$ cat config.mk
export PLATFORM = sky130hd
export DESIGN_NAME = slot_set_membership_table
export DESIGN_NICKNAME = d
export VERILOG_FILES = /design/src/hdl/ssmt_pkg.sv /design/src/hdl/ssmt_cell.sv /design/src/hdl/slot_set_membership_table.sv
export SDC_FILE = /design/constraint.sdc
export NUM_CORES = 1
export LEC_CHECK = 0
export ABC_AREA = 0
export BUFFER_PORTS_ARGS = -buffer_cell sky130_fd_sc_hd__buf_2
export CAP_MARGIN = 10
export CORE_MARGIN = 1
export CORE_UTILIZATION = 60
export CTS_CLUSTER_DIAMETER = 50
export CTS_CLUSTER_SIZE = 10
export DETAILED_ROUTE_END_ITERATION = 16
export PLACE_DENSITY = 0.77
export SLEW_MARGIN = 15
export SYNTH_ARGS = -nofsm -noshare
export SYNTH_HDL_FRONTEND = slang
export SYNTH_HIERARCHICAL = 1
export SYNTH_SLANG_ARGS = --single-unit
$ cat constraint.sdc
create_clock -name clk -period 6.8 [get_ports clk]
set_clock_uncertainty 0.2 [all_clocks]
set_input_delay 0.68 -clock clk [delete_from_list [all_inputs] [get_ports clk]]
set_output_delay 0.68 -clock clk [all_outputs]
set_load 0.005 [all_outputs]
$ cat src/hdl/ssmt_pkg.sv
// ---------------------------------------------------------------------------
// Slot set membership table package
// Field widths, action codes and error codes.
// ---------------------------------------------------------------------------
package ssmt_pkg;

  localparam int SLOTS_DEF = 16;

  localparam int ACTION_W = 3;
  localparam int HANDLE_W = 4;
  localparam int ERR_W    = 3;

  localparam logic [ACTION_W-1:0] ACT_ALLOC = 3'd0;
  localparam logic [ACTION_W-1:0] ACT_FREE  = 3'd1;
  localparam logic [ACTION_W-1:0] ACT_ADD   = 3'd2;
  localparam logic [ACTION_W-1:0] ACT_FIND  = 3'd3;
  localparam logic [ACTION_W-1:0] ACT_DROP  = 3'd4;

  localparam logic [ERR_W-1:0] ERR_OK     = 3'd0;
  localparam logic [ERR_W-1:0] ERR_FULL   = 3'd1;
  localparam logic [ERR_W-1:0] ERR_HANDLE = 3'd2;
  localparam logic [ERR_W-1:0] ERR_NOTSET = 3'd3;
  localparam logic [ERR_W-1:0] ERR_OWNED  = 3'd4;
  localparam logic [ERR_W-1:0] ERR_FREE   = 3'd5;

endpackage

$ cat src/hdl/ssmt_cell.sv
// ---------------------------------------------------------------------------
// Slot set membership table cell
// Holds the tag of one slot; merges its tag into the passing packet.
// ---------------------------------------------------------------------------
module ssmt_cell #(
  parameter int SLOTS = ssmt_pkg::SLOTS_DEF,
  parameter int INDEX = 0,
  localparam int TW    = $clog2(SLOTS + 1),
  localparam int CW    = (TW > ssmt_pkg::HANDLE_W) ? TW : ssmt_pkg::HANDLE_W,
  localparam int PKT_W = 2 * TW + 1 + CW,
  localparam int WR_W  = 1 + CW + TW
) (
  input  logic                         clk,
  input  logic                         rst_n,
  input  logic [ssmt_pkg::HANDLE_W-1:0] set_i,
  input  logic [ssmt_pkg::HANDLE_W-1:0] elem_i,
  input  logic [WR_W-1:0]              wr_i,
  input  logic                         pv_i,
  input  logic [PKT_W-1:0]             pkt_i,
  output logic                         pv_o,
  output logic [PKT_W-1:0]             pkt_o
);

  typedef struct packed {
    logic [TW-1:0] s_tag;
    logic [TW-1:0] e_tag;
    logic          free_hit;
    logic [CW-1:0] free_idx;
  } pkt_t;

  typedef struct packed {
    logic          en;
    logic [CW-1:0] idx;
    logic [TW-1:0] tag;
  } wr_t;

  pkt_t          pkt_in;
  pkt_t          pkt_nxt;
  pkt_t          pkt_r;
  wr_t           wr;
  logic [TW-1:0] tag_r;
  logic [TW-1:0] tag_nxt;
  logic          pv_r;

  assign pkt_in = pkt_i;
  assign wr     = wr_i;

  always_comb begin
    pkt_nxt = pkt_in;
    if (CW'(set_i) == CW'(INDEX)) begin
      pkt_nxt.s_tag = tag_r;
    end
    if (CW'(elem_i) == CW'(INDEX)) begin
      pkt_nxt.e_tag = tag_r;
    end
    if ((INDEX != 0) && (tag_r == '0) && !pkt_in.free_hit) begin
      pkt_nxt.free_hit = 1'b1;
      pkt_nxt.free_idx = CW'(INDEX);
    end
  end

  assign tag_nxt = (wr.en && (wr.idx == CW'(INDEX))) ? wr.tag : tag_r;

  always_ff @(posedge clk) begin
    if (!rst_n) begin
      tag_r <= '0;
      pv_r  <= 1'b0;
    end else begin
      tag_r <= tag_nxt;
      pv_r  <= pv_i;
    end
  end

  always_ff @(posedge clk) begin
    pkt_r <= pkt_nxt;
  end

  assign pv_o  = pv_r;
  assign pkt_o = pkt_r;

endmodule

$ cat src/hdl/slot_set_membership_table.sv
// ---------------------------------------------------------------------------
// Slot set membership table: the lookup packet walks the row of SLOTS cells,
// one cell a cycle. One item in flight; a new item is taken only after the
// last result has gone into the output register. Synchronous reset marks
// every slot free at once; no clearing pass.
// ---------------------------------------------------------------------------
module slot_set_membership_table #(
  parameter int SLOTS = ssmt_pkg::SLOTS_DEF
) (
  input  logic                          clk,
  input  logic                          rst_n,
  input  logic                          in_valid,
  output logic                          in_stall,
  input  logic [ssmt_pkg::ACTION_W-1:0] in_action,
  input  logic [ssmt_pkg::HANDLE_W-1:0] in_set_handle,
  input  logic [ssmt_pkg::HANDLE_W-1:0] in_element_handle,
  output logic                          out_valid,
  input  logic                          out_stall,
  output logic [ssmt_pkg::HANDLE_W-1:0] out_result_handle,
  output logic                          out_found,
  output logic [ssmt_pkg::ERR_W-1:0]    out_error_code
);

  localparam int TW    = $clog2(SLOTS + 1);
  localparam int CW    = (TW > ssmt_pkg::HANDLE_W) ? TW : ssmt_pkg::HANDLE_W;
  localparam int HW    = ssmt_pkg::HANDLE_W;

  typedef struct packed {
    logic [TW-1:0] s_tag;
    logic [TW-1:0] e_tag;
    logic          free_hit;
    logic [CW-1:0] free_idx;
  } pkt_t;

  typedef struct packed {
    logic          en;
    logic [CW-1:0] idx;
    logic [TW-1:0] tag;
  } wr_t;

  pkt_t                        pkt_chain [0:SLOTS];
  logic                        pv_chain  [0:SLOTS];

  logic                        busy_r;
  logic                        launch_r;
  logic                        done_v_r;
  pkt_t                        done_r;
  logic [ssmt_pkg::ACTION_W-1:0] act_r;
  logic [HW-1:0]               set_r;
  logic [HW-1:0]               elem_r;

  logic                        out_valid_r;
  logic [HW-1:0]               out_res_r;
  logic                        out_found_r;
  logic [ssmt_pkg::ERR_W-1:0]  out_err_r;
  logic [HW-1:0]               out_res_nxt;
  logic                        out_found_nxt;
  logic [ssmt_pkg::ERR_W-1:0]  out_err_nxt;

  wr_t                         wr_req;
  wr_t                         wr;
  logic                        accept;
  logic                        finish;
  logic [CW-1:0]               set_w;
  logic [CW-1:0]               elem_w;
  logic [TW-1:0]               unowned;
  logic                        s_ok;
  logic                        e_ok;
  logic [ssmt_pkg::ERR_W-1:0]  chk_err;

  assign accept   = in_valid && !busy_r;
  assign in_stall = busy_r;
  assign finish   = done_v_r && (!out_valid_r || !out_stall);

  assign pkt_chain[0] = '0;
  assign pv_chain[0]  = launch_r;

  genvar g;
  generate
    for (g = 0; g < SLOTS; g++) begin : g_cell
      ssmt_cell #(
        .SLOTS (SLOTS),
        .INDEX (g)
      ) u_cell (
        .clk    (clk),
        .rst_n  (rst_n),
        .set_i  (set_r),
        .elem_i (elem_r),
        .wr_i   (wr),
        .pv_i   (pv_chain[g]),
        .pkt_i  (pkt_chain[g]),
        .pv_o   (pv_chain[g+1]),
        .pkt_o  (pkt_chain[g+1])
      );
    end
  endgenerate

  assign set_w   = CW'(set_r);
  assign elem_w  = CW'(elem_r);
  assign unowned = TW'(SLOTS);
  assign s_ok    = (set_r != '0) && (set_w < CW'(SLOTS));
  assign e_ok    = (elem_r != '0) && (elem_w < CW'(SLOTS));

  always_comb begin
    if (!s_ok) begin
      chk_err = ssmt_pkg::ERR_HANDLE;
    end else if (done_r.s_tag != unowned) begin
      chk_err = ssmt_pkg::ERR_NOTSET;
    end else if (!e_ok) begin
      chk_err = ssmt_pkg::ERR_HANDLE;
    end else begin
      chk_err = ssmt_pkg::ERR_OK;
    end
  end

  always_comb begin
    out_res_nxt   = '0;
    out_found_nxt = 1'b0;
    out_err_nxt   = ssmt_pkg::ERR_OK;
    wr_req        = '0;
    case (act_r)
      ssmt_pkg::ACT_ALLOC: begin
        if (done_r.free_hit) begin
          out_res_nxt = done_r.free_idx[HW-1:0];
          wr_req      = '{en: 1'b1, idx: done_r.free_idx, tag: unowned};
        end else begin
          out_err_nxt = ssmt_pkg::ERR_FULL;
        end
      end
      ssmt_pkg::ACT_FREE: begin
        if (elem_r != '0) begin
          if (elem_w < CW'(SLOTS)) begin
            wr_req = '{en: 1'b1, idx: elem_w, tag: '0};
          end else begin
            out_err_nxt = ssmt_pkg::ERR_HANDLE;
          end
        end
      end
      ssmt_pkg::ACT_ADD: begin
        out_err_nxt = chk_err;
        if (chk_err == ssmt_pkg::ERR_OK) begin
          if (done_r.e_tag == unowned) begin
            out_res_nxt = elem_r;
            wr_req      = '{en: 1'b1, idx: elem_w, tag: TW'(set_w)};
          end else if (CW'(done_r.e_tag) == set_w) begin
            out_res_nxt = elem_r;
          end else begin
            out_err_nxt = ssmt_pkg::ERR_OWNED;
          end
        end
      end
      ssmt_pkg::ACT_FIND, ssmt_pkg::ACT_DROP: begin
        out_err_nxt = chk_err;
        if (chk_err == ssmt_pkg::ERR_OK) begin
          if (done_r.e_tag == '0) begin
            out_err_nxt = ssmt_pkg::ERR_FREE;
          end else if (CW'(done_r.e_tag) == set_w) begin
            out_found_nxt = 1'b1;
            out_res_nxt   = elem_r;
            if (act_r == ssmt_pkg::ACT_DROP) begin
              wr_req = '{en: 1'b1, idx: elem_w, tag: unowned};
            end
          end
        end
      end
      default: begin
        out_err_nxt = ssmt_pkg::ERR_OK;
      end
    endcase
  end

  always_comb begin
    wr    = wr_req;
    wr.en = wr_req.en && finish;
  end

  always_ff @(posedge clk) begin
    if (!rst_n) begin
      busy_r      <= 1'b0;
      launch_r    <= 1'b0;
      done_v_r    <= 1'b0;
      out_valid_r <= 1'b0;
    end else begin
      launch_r <= accept;
      if (accept) begin
        busy_r <= 1'b1;
      end else if (finish) begin
        busy_r <= 1'b0;
      end
      if (pv_chain[SLOTS]) begin
        done_v_r <= 1'b1;
      end else if (finish) begin
        done_v_r <= 1'b0;
      end
      if (finish) begin
        out_valid_r <= 1'b1;
      end else if (!out_stall) begin
        out_valid_r <= 1'b0;
      end
    end
  end

  always_ff @(posedge clk) begin
    if (accept) begin
      act_r  <= in_action;
      set_r  <= in_set_handle;
      elem_r <= in_element_handle;
    end
    if (pv_chain[SLOTS]) begin
      done_r <= pkt_chain[SLOTS];
    end
    if (finish) begin
      out_res_r   <= out_res_nxt;
      out_found_r <= out_found_nxt;
      out_err_r   <= out_err_nxt;
    end
  end

  assign out_valid         = out_valid_r;
  assign out_result_handle = out_res_r;
  assign out_found         = out_found_r;
  assign out_error_code    = out_err_r;

endmodule

==> results of run 1 <==
registers in the layout, summed over array words and instances, names as in the netlist:
name / cells
elem_r: 4
act_r: 3
out_found: 1
g_cell.u_cell/tag_r: 80
g_cell.u_cell/pv_o: 16
g_cell.u_cell/pkt_o: 256
out_result_handle: 4
in_stall: 1
done_v_r: 1
launch_r: 1
done_r: 16
out_valid: 1
out_error_code: 3
set_r: 4
worst max-delay path, delay by kind of cell, from the launching register on:
family,cells,cell delay [ns]
AOI/OAI and AO/OA,2,0.37
buffers and inverters,1,0.29
and+or+nand+nor,4,2.17
DFF,1,0.88
muxes,1,0.25
final cells by class:
cell class,count,area (sq um),share of cell area
Tap cell,313,392,0.0248
Clock buffer,53,1160,0.0732
Inverter,11,41.3,0.00261
Clock inverter,5,55.1,0.00349
Sequential cell,391,8180,0.518
Timing Repair Buffer,31,175,0.0111
Multi-Input combinational cell,735,5800,0.367
metal layers:
| layer | track usage | vias up | routed length, um |
|---|---|---|---|
| met3 | 0.0418 | 49 | 1420 |
| met1 | 0.288 | 4009 | 11600 |
| met5 | 0 | - | 0 |
| met2 | 0.415 | 199 | 14000 |
| met4 | 0.0738 | 0 | 583 |
| li1 | - | 4111 | - |
through the flow:
stage,hold WS [ns],area (sq um),std cells,utilization,setup slack [ns]
after global placement,0.187,14600,1481,0.638,2.77
after global routing,0.0950,15800,1539,0.691,2.34
after CTS,0.103,15800,1539,0.691,2.61
after detailed placement,0.190,14600,1481,0.638,2.63
final,0.117,15800,1539,0.691,2.53
after floorplan,0.186,14200,1165,-,1.95
cells in the final DEF (no fill, tap or decap), types with 6 or more instances in the layout:
master     synthesis  final
a21oi_1            6      6
a31oi_1            9      9
and2_1            61     61
and3_1             7      7
and4bb_2           8      8
buf_2              2     23
buf_4              0      8
clkbuf_1          19      8
clkbuf_16          0     45
conb_1             1     16
dfxtp_1          356    356
edfxtp_1          35     35
inv_1             11     11
mux2_2           159    159
mux2i_1           80     80
nand2_1          188    188
nand2b_1          49     49
nand4b_1           8      8
nor2_1            21     21
nor2b_1            6      6
nor3_4             8      8
nor3b_4            9      9
nor4_1            19     19
o21ai_0            8      8
logic make-up (layout without fill, tap and decap cells):
group	Yosys count	count (layout)	synth area share
AND/OR/NAND/NOR	430	430	0.197
flip-flops	391	391	0.580
multiplexers	240	240	0.185
AO/OA/AOI/OAI	46	46	0.0216
buffers and inverters	39	100	0.0143
XOR/XNOR	3	3	0.00186
other	1	16	0.000266
power groups by stage:
stage / combinational [mW] / sequential [mW] / clock (mW)
after global placement: 0.209 / 2.59 / 0
after global routing: 0.234 / 2.56 / 2.18
after detailed placement: 0.212 / 2.59 / 0
final: 0.213 / 2.55 / 2.03
after CTS: 0.215 / 2.55 / 2.07
after floorplan: 0.171 / 2.57 / 0
synth_stat cells (2+ instances only):
cell type	n
nor3_4	8
nor2_1	21
nand4b_4	3
o221ai_1	4
buf_2	2
nand4bb_1	3
o22ai_1	4
nand4b_1	8
edfxtp_1	35
nor4_2	3
o21ai_1	4
nor4b_4	4
xor2_1	3
and3_1	7
nor4bb_1	2
mux2_2	159
and4bb_2	8
inv_1	11
buf_6	7
nand2_1	188
nor2b_1	6
and2_1	61
nand2b_1	49
nor4_1	19
mux2i_1	80
nor3b_4	9
a21oi_2	2
nand4bb_4	4
nor4b_2	4
nor4b_1	2
nor3_1	6
nand4_1	2
o21ai_0	8
clkbuf_1	19
dfxtp_1	356
or4b_4	4
a21oi_1	6
a31oi_1	9
final timing paths:
check | end | slack, ns | cells past startpoint
worst max register to register | g_cell[2].u_cell/tag_r[1] | 2.53 | 8
worst min-delay path | act_r[2] | 0.12 | 1
worst min register to register | done_r[8] | 0.20 | 0
worst max-delay path | g_cell[2].u_cell/tag_r[1] | 2.53 | 8
==> results by group, run 1 <==
Status
  • Status: finished, final reports clean

Clocking
  • CTS tree: yes
  • H-tree Lvls: 2
  • CTS clock-pin slew for the worst setup and hold paths: about 0.060 ns
  • # hold bufs at CTS: 0
  • CTS max path bufs: 3
  • Clock buffer count from CTS: 45
  • Skew-Pair Late Insertion Delay: 0.53 ns
  • Gates resized, CTS repair: 0
  • Clk root buf: clkbuf_16
  • Number of clock sinks: 391
  • Post CTS Setup Buffer Count: 0

GRT
  • Largest net degree at the start of global routing: 113
  • Vias in the first global route: 8,257
  • Grt ovf: 0
  • Overall global routing resource usage: 0.234
  • Initial antenna violation count: 1
  • First-pass GRT wire length: between 40,000 and 50,000 um

Critical path
  • Worst endpoint required time: slightly above 7 ns
  • Crit-path cells: nor4_1, nor4_4, a21oi_1, a21oi_2, buf_4, or4b_4, nor3b_4, mux2i_1
  • Critical Path Max Stage Delay: around 1 ns
  • Critical path launch point type: flip-flop
  • CP Data Arrival Time: 4.52 ns
  • Reg2reg start: set_r[1]
  • CP Launch Point: set_r[1]
  • CP Capture Type: flip-flop
  • Slowest CP cell: nor4_4
  • Crit Path Class: flip-flop to flip-flop
  • Crit Path Max Fanout: 22

Cells and area
  • Fin nets: between 1,000 and 1,500
  • Syn-to-layout area delta: 12.0%
  • Fillers: between 1,500 and 2,000
  • Share of layout cells above drive strength 1: 0.244
  • ANT cells: 0

Floorplan
  • CORE AREA: roughly 23,000 sq um
  • Die Area: 24,100 sq um
  • # rows: 55
  • # IOs: 25
  • Die Wd: 155 um
  • Initial core utilization: 0.617
  • Die height: roughly 160 um

Timing
  • Fmax: 234 MHz
  • Setup TNS: 0 ns
  • Period utilization: 0.628
  • Setup violations, final: 0
  • RSZ-0062 raised after global routing: no
  • Final Critical Period: approximately 4.3 ns
  • Slew @ Worst Pin: 1.14 ns
  • Slew HR: 0.235
  • Final Hold Viols: 0
  • Slew Limit Fails: 0

Power and ir drop
  • Leak: 5.89 nW
  • Net Switching: 0.991 mW
  • Overall Power: 4.79 mW
  • Pwr/cell area: 303 nW/um^2
  • Switch share: 0.207
  • Flop pwr share: 0.532
  • Combinational Power Share: 0.045
  • Clk pwr share: 0.423
  • P_int: 3.80 mW
  • Peak VDD IR: 224 uV

Placed design
  • Routability cong.: 0.842
  • Dpl hpwl: 18,300 um
  • I/O Buffers: 24

Drt
  • Residual DRC: 0
  • Routed vias/inst: 5.44
  • Initial DRT Pass Iterations: 5
  • Post-route ant nets: 0
  • DR iter-0 viols: 544
  • Vias after detailed routing: 8,368
  • Routed len/inst: about 18 um
  • Routed wire length: roughly 28,000 um

Synthesis
  • Syn avg cell area: 12.3 sq um
  • Register bit total from synthesis: 391
  • EDFF count, synth: 35
  • YS warnings: 6
  • Async set-or-reset flop fraction in the synthesized netlist: 0
  • Leading area contributor after synthesis: dfxtp_1
  • Synth unique cells: 58
  • Main flop type after synthesis: dfxtp_1
  • Synth top area share: 0.506
  • Syn Inst Count: 1,150
  • Cell area after synthesis: 14,100 sq um
  • Largest cells by area after synthesis: dfxtp_1, mux2_2, edfxtp_1
  • Post-synthesis sequential area ratio: 0.580

Min path
  • Min-Delay Path Class: input pin to flip-flop
  • Hold Startpoint: in_action[2]

Run
  • Reported max-cap violation count: 0
Note: power is estimated with default switching activity, not from simulation.
==> run 2: changes to the inputs <==
Settings changed: ABC_AREA 0 to 1.
Clock period 6.8 ns to 4.1 ns, I/O delays scaled along.
==> run 2 against run 1 <==
Area after synthesis grew 4.4%. Clock-buffer cell count grew 5. Worst setup slack lost 1.6 ns. Sequential power grew 67%. Utilization grew 1.7 points. Synthesized cell count grew 56%. Critical path type unchanged. Largest cell class unchanged. Highest routed layer unchanged.
==> results by group, run 2 <==
Floorplan
  • Die height: roughly 160 um
  • CORE AREA: 23,800 sq um
  • # IOs: 25
  • # rows: 56
  • Initial core utilization: 0.619
  • Die Area: 25,200 sq um
  • Die Wd: 159 um

Timing
  • Setup TNS: 0 ns
  • Slew @ Worst Pin: 1.03 ns
  • Period utilization: 0.770
  • Final Critical Period: ~3.2 ns
  • RSZ-0062 raised after global routing: no
  • Final WS setup: 0.943 ns
  • Final Hold Viols: 0
  • Slew Limit Fails: 0
  • Fmax: 317 MHz
  • Slew HR: 0.310
  • Setup violations, final: 0

Clocking
  • Clock buffer count from CTS: 45
  • CTS tree: yes
  • Number of clock sinks: 391
  • CTS max path bufs: 3
  • Clk root buf: clkbuf_16
  • Gates resized, CTS repair: 0
  • Post CTS Setup Buffer Count: 0
  • CTS clock-pin slew for the worst setup and hold paths: 0.06 ns
  • H-tree Lvls: 2
  • Skew-Pair Late Insertion Delay: 0.53 ns

Drt
  • Residual DRC: 0
  • DR iter-0 viols: 876
  • Routed len/inst: 14.3 um
  • Post-route ant nets: 0
  • Vias after detailed routing: 11,200
  • Routed wire length: 32,000 um
  • Routed vias/inst: about 5.0
  • Initial DRT Pass Iterations: 6

Cells and area
  • Syn-to-layout area delta: 14.4%
  • Max reg flops: about 260
  • Fin nets: between 1,500 and 2,000
  • Commonest non-fill, non-tap cell in the layout: nand2_1
  • Most frequent cells in the layout: nand2_1, dfxtp_1, inv_1
  • Finished Core Util: 0.708
  • Design area: roughly 17,000 sq um
  • ANT cells: 0
  • Share of layout cells above drive strength 1: 0.116

Power and ir drop
  • Pwr/cell area: 487 nW/um^2
  • Clk pwr share: 0.418
  • Switch share: 0.219
  • P_int: 6.40 mW
  • Peak VDD IR: around 420 uV
  • Leak: 7.86 nW
  • Net Switching: between 1.5 and 2 mW
  • Combinational Power Share: 0.064
  • Flop pwr share: 0.519

GRT
  • Initial antenna violation count: 0
  • Vias in the first global route: 10,800
  • Largest net degree at the start of global routing: 46
  • Overall global routing resource usage: 0.268
  • Global route hottest layer: met2
  • Met2 usage in global routing: 0.471
  • First-pass GRT wire length: 52,500 um
  • Grt ovf: 0
  • Met3 usage: 0.0373
  • Met1 GRT Util: 0.337

Critical path
  • Worst endpoint required time: 4.32 ns
  • Crit Path Max Fanout: 17
  • Critical path launch point type: flip-flop
  • CP Data Arrival Time: 3.38 ns
  • Crit Path Class: flip-flop to flip-flop
  • CP Capture Type: flip-flop
  • Reg2Reg Setup Slack: 0.94 ns

Synthesis
  • Async set-or-reset flop fraction in the synthesized netlist: 0
  • Largest cells by area after synthesis: dfxtp_1, nand2_1, inv_1
  • Cell area after synthesis: 14,700 sq um
  • Post-synthesis sequential area ratio: 0.556
  • Syn Inst Count: 1,791
  • EDFF count, synth: 35
  • YS warnings: 6
  • Leading area contributor after synthesis: dfxtp_1
  • Top post-synthesis cells by count: nand2_1, dfxtp_1, inv_1
  • Most frequent cell after synthesis: nand2_1
  • Synth top area share: 0.484
  • Register bit total from synthesis: 391
  • Synth unique cells: 29
  • Main flop type after synthesis: dfxtp_1
  • Syn avg cell area: 8.22 sq um

Min path
  • Min-Delay Path Class: input pin to flip-flop

Placed design
  • Dpl hpwl: 21,300 um
  • Pre-CTS setup slack: 1.07 ns
  • Routability cong.: 0.824
  • I/O Buffers: 24
  • Placed Area: 15,500 sq um

Status
  • Status: finished, final reports clean

Run
  • Reported max-cap violation count: 0
## run 2: cell types whose count changed in the layout (fill, tap and decap cells not counted), sizes merged, moves of 80 or more
cell   change
o21ai    +151
inv      +357
nand3     +93
nor2     +196
mux2i     -80
mux2     -160
nand2    +301
## run 2: power by group through the flow
| stage | sequential [mW] | clock [mW] | combinational [mW] |
|---|---|---|---|
| 3_3_place_gp | 4.32 | 0 | 0.493 |
| 2_1_floorplan | 4.32 | 0 | 0.338 |
| 3_5_place_dp | 4.33 | 0 | 0.504 |
| 6_report | 4.25 | 3.42 | 0.521 |
| 4_1_cts | 4.25 | 3.49 | 0.520 |
| 5_1_grt | 4.27 | 3.64 | 0.594 |
## run 2: area by class of cell
class	count	area, sq um
Clock buffer	58	1230
Multi-Input combinational cell	1046	5230
Sequential cell	391	8180
Clock inverter	2	16.3
Fill cell	1808	6920
Tap cell	319	399
Timing Repair Buffer	57	398
Inverter	369	1390
## run 2: worst max-delay path, cell delays in order, from the launching register on
cell,delay [ns]
edfxtp_1,0.38
buf_4,0.30
inv_1,0.09
nand2_1,0.07
nand2_1,0.07
nor2_2,0.09
nand3_2,0.11
nor2_1,0.12
nand2_2,0.08
nand2_2,0.10
nand2_1,0.05
nand2_1,0.50
buf_4,0.29
nand2_1,0.08
nor2_2,0.21
nand3_1,0.15
nand2_1,0.09
nor2_1,0.04
## run 2: metrics by stage
| stage | hold WS, ns | instances | total power, mW |
|---|---|---|---|
| final | 0.0921 | 2242 | 8.20 |
| after CTS | 0.0777 | 2242 | 8.27 |
| after floorplan | 0.186 | 1806 | 4.66 |
| after global routing | 0.109 | 2242 | 8.51 |
| after global placement | 0.187 | 2170 | 4.81 |
| after detailed placement | 0.192 | 2170 | 4.83 |
## run 2: worst paths after layout
check	startpoint	endpoint	cells after the start
setup reg to reg	set_r[0]	g_cell[6].u_cell/tag_r[4]	17
hold reg to reg	g_cell[14].u_cell/pkt_o[1]	g_cell[15].u_cell/pkt_o[1]	2
hold / removal	rst_n	g_cell[11].u_cell/pv_o	3
setup / recovery	set_r[0]	g_cell[6].u_cell/tag_r[4]	17
## run 2: what timing repair did
action	CTS	global route
endpoints found under the hold margin	12	0
hold buffers	12	0
endpoints found under the setup margin	0	0
## run 2: kinds of logic after synthesis
logic type             Yosys count  share of synthesized area
AO/OA/AOI/OAI                  190                     0.0651
XOR/XNOR                         1                   0.000595
buffers and inverters          369                     0.0941
flip-flops                     391                      0.556
other                            1                   0.000255
AND/OR/NAND/NOR                839                      0.284
## run 2: per-layer routing
| layer | share of wire | vias to the layer above | wire length (um) |
|---|---|---|---|
| met5 | 0 | - | 0 |
| met1 | 0.44 | 5159 | 14000 |
| met3 | 0.048 | 67 | 1540 |
| li1 | - | 5680 | - |
| met2 | 0.49 | 274 | 15700 |
| met4 | 0.024 | 0 | 784 |
